[src/rtl/nls_pkg.sv]
// Shared types and constants for the nearest light selector.
// Holds the transaction payload structs, operation codes and the controller command bundle.
// No dependencies.
package nls_pkg;

  localparam int STORE_DEPTH = 64;
  localparam int MAX_SELECT  = 8;

  localparam int SLOT_W  = $clog2(STORE_DEPTH);
  localparam int CNT_W   = $clog2(STORE_DEPTH + 1);
  localparam int RANK_W  = 3;
  localparam int CFG_W   = 4;
  localparam int COORD_W = 16;
  localparam int DIST_W  = 34;
  localparam int KEY_W   = DIST_W + 1;

  localparam logic [1:0] FUNC_CLEAR  = 2'd0;
  localparam logic [1:0] FUNC_APPEND = 2'd1;
  localparam logic [1:0] FUNC_QUERY  = 2'd2;

  typedef struct packed {
    logic [1:0]                 func;
    logic                       light_kind;
    logic signed [COORD_W-1:0]  pos_x;
    logic signed [COORD_W-1:0]  pos_y;
    logic signed [COORD_W-1:0]  pos_z;
  } nls_in_t;

  typedef struct packed {
    logic [SLOT_W-1:0] slot;
    logic [RANK_W-1:0] rank;
    logic [DIST_W-1:0] distance_sq;
    logic              is_directional;
    logic              status;
    logic              last;
  } nls_out_t;

  typedef enum logic [1:0] {
    OSEL_APPEND,
    OSEL_FULL,
    OSEL_QUERY
  } nls_osel_t;

  typedef struct packed {
    logic              item_ld;
    logic              wr_en;
    logic [SLOT_W-1:0] wr_addr;
    logic              rd_en;
    logic [SLOT_W-1:0] rd_addr;
    logic              sort_clr;
    logic              out_ld;
    nls_osel_t         out_sel;
    logic [SLOT_W-1:0] out_slot;
    logic [RANK_W-1:0] out_rank;
    logic              out_last;
  } nls_cmd_t;

endpackage

[src/rtl/nls_ctrl.sv]
// Controller for the nearest light selector: handshakes, light count, scan and emit sequencing.
// Depends on nls_pkg; drives the command bundle of nls_datapath.
module nls_ctrl
  import nls_pkg::*;
(
  input  logic             clk,
  input  logic             rst_n,
  input  logic             in_valid,
  output logic             in_stall,
  input  logic [1:0]       in_func,
  output logic             out_valid,
  input  logic             out_stall,
  input  logic             cfg_we,
  input  logic [CFG_W-1:0] cfg_wdata,
  input  logic             pipe_busy,
  output nls_cmd_t         cmd
);

  typedef enum logic [2:0] {
    S_IDLE,
    S_RESP,
    S_SCAN,
    S_DRAIN,
    S_EMIT
  } state_t;

  state_t            state_r, state_nxt;
  logic [CNT_W-1:0]  count_r, count_nxt;
  logic [CFG_W-1:0]  max_en_r, max_en_nxt;
  logic [CFG_W-1:0]  sel_n_r, sel_n_nxt;
  logic [SLOT_W-1:0] idx_r, idx_nxt;
  logic [RANK_W-1:0] rank_r, rank_nxt;
  logic              full_r, full_nxt;
  logic [SLOT_W-1:0] resp_slot_r, resp_slot_nxt;
  logic              out_valid_r, out_valid_nxt;

  logic              accept;
  logic              out_free;
  logic [CFG_W-1:0]  query_n;
  logic              emit_last;

  assign in_stall  = (state_r != S_IDLE);
  assign accept    = in_valid && !in_stall;
  assign out_free  = !out_valid_r || !out_stall;
  assign out_valid = out_valid_r;

  assign query_n   = (count_r < CNT_W'(max_en_r)) ? count_r[CFG_W-1:0] : max_en_r;
  assign emit_last = (({1'b0, rank_r} + CFG_W'(1)) == sel_n_r);

  always_comb begin
    state_nxt     = state_r;
    count_nxt     = count_r;
    max_en_nxt    = max_en_r;
    sel_n_nxt     = sel_n_r;
    idx_nxt       = idx_r;
    rank_nxt      = rank_r;
    full_nxt      = full_r;
    resp_slot_nxt = resp_slot_r;
    out_valid_nxt = out_valid_r;
    cmd           = '0;
    cmd.out_sel   = OSEL_APPEND;
    cmd.wr_addr   = count_r[SLOT_W-1:0];
    cmd.rd_addr   = idx_r;
    cmd.out_slot  = resp_slot_r;
    cmd.out_rank  = rank_r;

    if (cfg_we && (cfg_wdata <= CFG_W'(MAX_SELECT))) begin
      max_en_nxt = cfg_wdata;
    end

    if (out_valid_r && !out_stall) begin
      out_valid_nxt = 1'b0;
    end

    case (state_r)
      S_IDLE: begin
        if (accept) begin
          cmd.item_ld = 1'b1;
          case (in_func)
            FUNC_CLEAR: begin
              count_nxt = '0;
            end
            FUNC_APPEND: begin
              resp_slot_nxt = count_r[SLOT_W-1:0];
              if (count_r < CNT_W'(STORE_DEPTH)) begin
                cmd.wr_en = 1'b1;
                count_nxt = count_r + CNT_W'(1);
                full_nxt  = 1'b0;
              end else begin
                full_nxt  = 1'b1;
              end
              state_nxt = S_RESP;
            end
            FUNC_QUERY: begin
              if (query_n != '0) begin
                cmd.sort_clr = 1'b1;
                sel_n_nxt    = query_n;
                idx_nxt      = '0;
                state_nxt    = S_SCAN;
              end
            end
            default: ;
          endcase
        end
      end
      S_RESP: begin
        if (out_free) begin
          cmd.out_ld    = 1'b1;
          cmd.out_sel   = full_r ? OSEL_FULL : OSEL_APPEND;
          cmd.out_last  = 1'b1;
          cmd.out_rank  = '0;
          out_valid_nxt = 1'b1;
          state_nxt     = S_IDLE;
        end
      end
      S_SCAN: begin
        cmd.rd_en = 1'b1;
        idx_nxt   = idx_r + SLOT_W'(1);
        if (({1'b0, idx_r} + CNT_W'(1)) == count_r) begin
          state_nxt = S_DRAIN;
        end
      end
      S_DRAIN: begin
        // wait for the last read to clear the distance pipeline and sorter
        if (!pipe_busy) begin
          rank_nxt  = '0;
          state_nxt = S_EMIT;
        end
      end
      S_EMIT: begin
        if (out_free) begin
          cmd.out_ld    = 1'b1;
          cmd.out_sel   = OSEL_QUERY;
          cmd.out_last  = emit_last;
          out_valid_nxt = 1'b1;
          rank_nxt      = rank_r + RANK_W'(1);
          if (emit_last) begin
            state_nxt = S_IDLE;
          end
        end
      end
      default: begin
        state_nxt = S_IDLE;
      end
    endcase
  end

  always_ff @(posedge clk) begin
    if (!rst_n) begin
      state_r     <= S_IDLE;
      count_r     <= '0;
      max_en_r    <= CFG_W'(MAX_SELECT);
      sel_n_r     <= '0;
      idx_r       <= '0;
      rank_r      <= '0;
      full_r      <= 1'b0;
      resp_slot_r <= '0;
      out_valid_r <= 1'b0;
    end else begin
      state_r     <= state_nxt;
      count_r     <= count_nxt;
      max_en_r    <= max_en_nxt;
      sel_n_r     <= sel_n_nxt;
      idx_r       <= idx_nxt;
      rank_r      <= rank_nxt;
      full_r      <= full_nxt;
      resp_slot_r <= resp_slot_nxt;
      out_valid_r <= out_valid_nxt;
    end
  end

endmodule

[config.mk]
export PLATFORM = sky130hd
export DESIGN_NAME = nls_ctrl
export DESIGN_NICKNAME = d
export VERILOG_FILES = /design/src/rtl/nls_pkg.sv /design/src/rtl/nls_ctrl.sv
export SDC_FILE = /design/constraint.sdc
export NUM_CORES = 1
export LEC_CHECK = 0
export BUFFER_PORTS_ARGS = -buffer_cell sky130_fd_sc_hd__buf_4
export CAP_MARGIN = 30
export CORE_ASPECT_RATIO = 1.1
export CORE_MARGIN = 4
export CORE_UTILIZATION = 29
export DETAILED_ROUTE_END_ITERATION = 10
export SYNTH_ARGS = -nofsm -noshare
export SYNTH_HDL_FRONTEND = slang
export SYNTH_SLANG_ARGS = --single-unit
[constraint.sdc]
create_clock -name clk -period 2.45 [get_ports clk]
set_clock_uncertainty 0.15 [all_clocks]
set_input_delay 0.245 -clock clk [delete_from_list [all_inputs] [get_ports clk]]
set_output_delay 0.245 -clock clk [all_outputs]
set_load 0.01 [all_outputs]
== Yosys cells after proc, flatten, opt, wreduce, memory -nomap -nowiden ==
Index checks and enable logic that the tools add are counted.
Storage, ports and cells
  logic and storage cells: 97
  bits of input ports: 12
  register bits after elaboration: 35
  output and inout port bits: 31
Operators by class
  reductions and logical operators: 21
  $lt $le $gt $ge: 3
  add/subtract/negate cells: 5
  multiplexer cells: 40
  equal/unequal tests: 19
Operators by type and width (number)
  $mux 3: 12
  $mux 6: 3
  $pmux 3 s2: 3
  $ne 2x2->1 const B: 8
  $pmux 3 s5: 1
  $pmux 7 s2: 1
  $mux 1: 13
  $pmux 6 s2: 1
  $reduce_and 4->1: 3
  $mux 4: 2
  $reduce_and 8->1: 1
  $add 6x1->7 const B: 1
  $add 7x1->7 const B: 1
  $eq 7x7->1: 1
  $lt 7x4->1: 1
  $lt 7x7->1 const B: 1
  $mux 7: 1
  $add 6x1->6 const B: 1
  $eq 3x2->1 const B: 2
  $reduce_and 3->1: 2
  $reduce_bool 2->1: 3
  $add 3x1->4 const B: 1
  $eq 4x4->1: 1
  $le 4x4->1 const B: 1
  18 further kinds: 23

== Longest topological paths before layout ==
  word-level depth: 7
  depth in mapped cells: 7
  gate-level depth less buffers: 7

== Worst setup path before layout ==
No wires, ideal clock.
  kind: reg-to-reg
  start point: reg count_r[1]
  end point: reg sel_n_r[0]
  period minus slack after synthesis: 1.975 ns
  setup time: 0.118 ns
  stages on the path, launching flop included: 7
  slack: 0.475 ns
  buffers on the path: 0
  data required time: 2.182 ns
  arrival: 1.707 ns
  path through: dfxtp_1 -> ha_1 -> a211oi_2 -> o21ai_2 -> a211oi_4 -> nor2_1 -> o2bb2ai_1
On the way
  word-level cells in the longest chain between the ends: 4
RTL lines
  start, declared: line nls_ctrl.sv:28  | logic [CNT_W-1:0] count_r, count_nxt;
  start signal, assigned: line nls_ctrl.sv:161  | count_r <= count_nxt;
  $lt 7x4->1: line nls_ctrl.sv:47  | assign query_n = (count_r < CNT_W'(max_en_r)) ? count_r[CFG_W-1:0] : max_en_r;
  $mux 4 (*): line nls_ctrl.sv:47
  $reduce_bool 4->1: line nls_ctrl.sv:95  | if (query_n != '0) begin
  $reduce_and 4->1 (no source line)
  end signal, assigned: line nls_ctrl.sv:163  | sel_n_r <= sel_n_nxt;
  end, declared: line nls_ctrl.sv:30  | logic [CFG_W-1:0] sel_n_r, sel_n_nxt;
Mark *: on every way between the ends. The rest lies on a longest branch, timed or not.
A chain may end at the register's enable or synchronous reset.

==> flow_metrics.env <==
export IMPL_port_buffers=42
export IMPL_yosys_warnings=0
export IMPL_ctsLongestPathBuffers=2
export IMPL_async_reset_ff_share_pct=0
export IMPL_synth_main_ff_cell="dfxtp_1"
export IMPL_synth_top_area_share_pct=34.33
export IMPL_synth_top_area_cell="dfxtp_1"
export IMPL_cts_made_buffers=5
export IMPL_ant_nets=0
export IMPL_h_tree_depth=2
export IMPL_dieArea_um2=8444
export IMPL_synth_edff_count=0
export IMPL_fin_tns_setup_ps=0
export IMPL_cp_max_fo=6
export IMPL_clk_latency_ps=290
export IMPL_fin_crit_sh_pct=97.15
export IMPL_drv_slew=0
export IMPL_critical_path_class="reg -> out"
export IMPL_cts_tree="yes"
export IMPL_syn_inst=252
export IMPL_slew_headroom_pct=62.45
export IMPL_p_leak_nw=1.042
export IMPL_drt_first_pass_iters=5
export IMPL_netlist_area_um2=2041
export IMPL_clock_sinks=35
export IMPL_root_buffer="clkbuf_8"
export IMPL_num_antenna_cells=0
export IMPL_required_ps=2060
export IMPL_synth_cell_types=50
export IMPL_core_area_um2=6710
export IMPL_pwr_share_clk_pct=35.2
export IMPL_drv_cap=0
export IMPL_met2_usage_pct=22.17
export IMPL_vias=1855
export IMPL_drt_total_wl_um=5082
export IMPL_worst_ep_arrival_time_ps=1990
export IMPL_die_x_um=87.98
export IMPL_min_period_ps=2380
export IMPL_seq_area_frac_synth_pct=34.33
export IMPL_drive_gt1_share_pct=23.73
export IMPL_ioPinCount=43
export IMPL_initial_core_util_pct=30.41
export IMPL_cp_start_kind="flop"
export IMPL_synth_area_per_cell_um2=8.098
export IMPL_syn2layout_area_growth_pct=24.34
export IMPL_grt_max_degree=14
export IMPL_power_density_nw_per_um2=474.4
export IMPL_syn_num_nets=270
export IMPL_p_int_w=0.0008809
export IMPL_grt_use_met3_pct=2.997
export IMPL_p_comb_share_pct=15.4
export IMPL_synth_area_top_cells="dfxtp_1, nand2_1, xnor2_1"
export IMPL_crit_path_end_kind="output pin"
export IMPL_status="finished clean"
export IMPL_cts_clk_slew_worst_paths_ps=70
export IMPL_final_hold_viol_count=0
export IMPL_ys_ff_latch=35
export IMPL_drt_iter0_drc=142
export IMPL_rsz0062_at_grt="false"
export IMPL_nets=313
export IMPL_routedWlPerCell_um=13.48
export IMPL_track_usage_pct=12.87
export IMPL_grt_antenna_before_repair=0
export IMPL_die_h_um=95.98
export IMPL_tightestPinTransition_ps=558.4
export IMPL_grt_busiest_layer="met2"
export IMPL_grt_pass1_wl_um=8569
export IMPL_place_hpwl_um=3928
export IMPL_viasPerCell=4.920
export IMPL_grt_pass1_vias=1842
export IMPL_netSwitchingFraction_pct=26.82
export IMPL_rows=31
export IMPL_drc=0
export IMPL_grt_overflow=0
export IMPL_use_met1_pct=15.50
export IMPL_fin_util_pct=37.81
export IMPL_place_gp_congestion=0.7377
export IMPL_max_freq_mhz=420.1
export IMPL_p_switching_w=0.0003229
export IMPL_power_share_sequential_pct=49.4
export IMPL_setup_viol=0
export IMPL_ir_drop_mv=0.2457
export IMPL_hold_class="in -> reg"
critical path, stage by stage, from the launching register on:
cell,delay [ps]
dfxtp_1,370
inv_1,60
ha_1,280
a211oi_2,260
o21ai_2,190
a211oi_4,360
buf_4,180
stage by stage:
step / total power, W / hold slack (ps) / instances / setup WS (ps) / area (um^2)
finish: 0.001204 / 29.81 / 377 / 69.71 / 2537
global route: 0.001267 / 50.93 / 377 / 0.9135 / 2537
CTS: 0.001216 / 21.09 / 376 / 26.25 / 2530
detailed placement: 0.0007928 / 300.8 / 369 / 314.1 / 2436
global placement: 0.0007915 / 298.0 / 369 / 389.5 / 2436
floorplan: 0.0007253 / 220.1 / 252 / 474.9 / 2041
state kept, by name, summed over array words and instances, names as in the netlist:
signal and flops:
resp_slot_r 6, out_valid 1, max_en_r 4, sel_n_r 4
state_r 3, idx_r 6, count_r 7, rank_r 3
full_r 1
cell families after synthesis:
logic type / after synthesis / synth area share [%]
XOR/XNOR: 17 / 7.296
adder cells (fa/ha/maj): 6 / 3.679
AND/OR/NAND/NOR: 103 / 25.81
flip-flops: 35 / 34.33
buffers and inverters: 28 / 6.990
multiplexers: 8 / 3.924
AO/OA/AOI/OAI: 55 / 17.97
routing by layer:
layer	part of all wire, %	up-vias	wire length (um)
met5	0	-	0
met4	1.4	0	70
met3	4.7	4	240
met2	49	35	2489
met1	45	856	2281
li1	-	960	-
final cells by class:
type	count	area [um^2]
fill	686	4173
multi-input combinational	189	1204
sequential	35	700.7
timing repair buffer	54	405.4
tap	82	102.6
clock buffer	6	82.58
inverter	10	37.54
clock inverter	1	5.005
synthesized netlist by cell type (6+ instances only):
library cell and n:
nand3_1 11, nor2_1 26, clkbuf_1 7, ha_1 6, inv_1 10, buf_4 7, xnor2_1 12, nor3_1 7
dfxtp_1 35, a21oi_1 20, nand2_1 28, mux2i_1 8, o21ai_0 10
timing repair:
action,in CTS,in global routing
setup endpoints to repair,1,1
hold buffers,0,0
gates cloned,0,0
buffers inserted,0,1
pin swaps,0,1
gates resized for setup,1,1
cells in the final DEF, fill, tap and decap left out, types with 2 or more instances in the layout:
master,n
nor3b_1,3
nor3_1,7
nor2_1,26
a22oi_1,2
xor2_1,5
a211oi_1,2
nand2_1,28
o21ai_0,9
nand3_1,11
nand4_1,2
o31ai_1,3
ha_1,6
mux2i_1,8
clkbuf_8,6
nor2b_1,2
a31oi_1,3
inv_1,10
and3b_1,2
xnor2_1,12
a21oi_1,20
nor4_1,3
buf_4,54
and2_1,5
o2bb2ai_1,3
or3_1,2
nand2b_1,2
dfxtp_1,35
power groups by stage:
stage	Clock [W]	Combinational, W	Sequential, W
2_1_floorplan	0	0.000120	0.000605
3_3_place_gp	0	0.000184	0.000608
3_5_place_dp	0	0.000185	0.000608
4_1_cts	0.000436	0.000185	0.000595
5_1_grt	0.000463	0.000207	0.000597
6_report	0.000424	0.000185	0.000595
path summary, 6_finish.rpt:
path         cells past startpoint                        start                          end  slack [ps]
min                              3                 cfg_wdata[3]     max_en_r[3]$_SDFFE_PN1P_          30
max                              6     max_en_r[1]$_SDFFE_PN0P_                      cmd[13]          70
max reg2reg                      8     max_en_r[1]$_SDFFE_PN0P_      sel_n_r[0]$_SDFFE_PN0P_         290
min reg2reg                      2  resp_slot_r[1]$_SDFFE_PN0P_  resp_slot_r[1]$_SDFFE_PN0P_         310
Power figures use the tool's default switching activity.
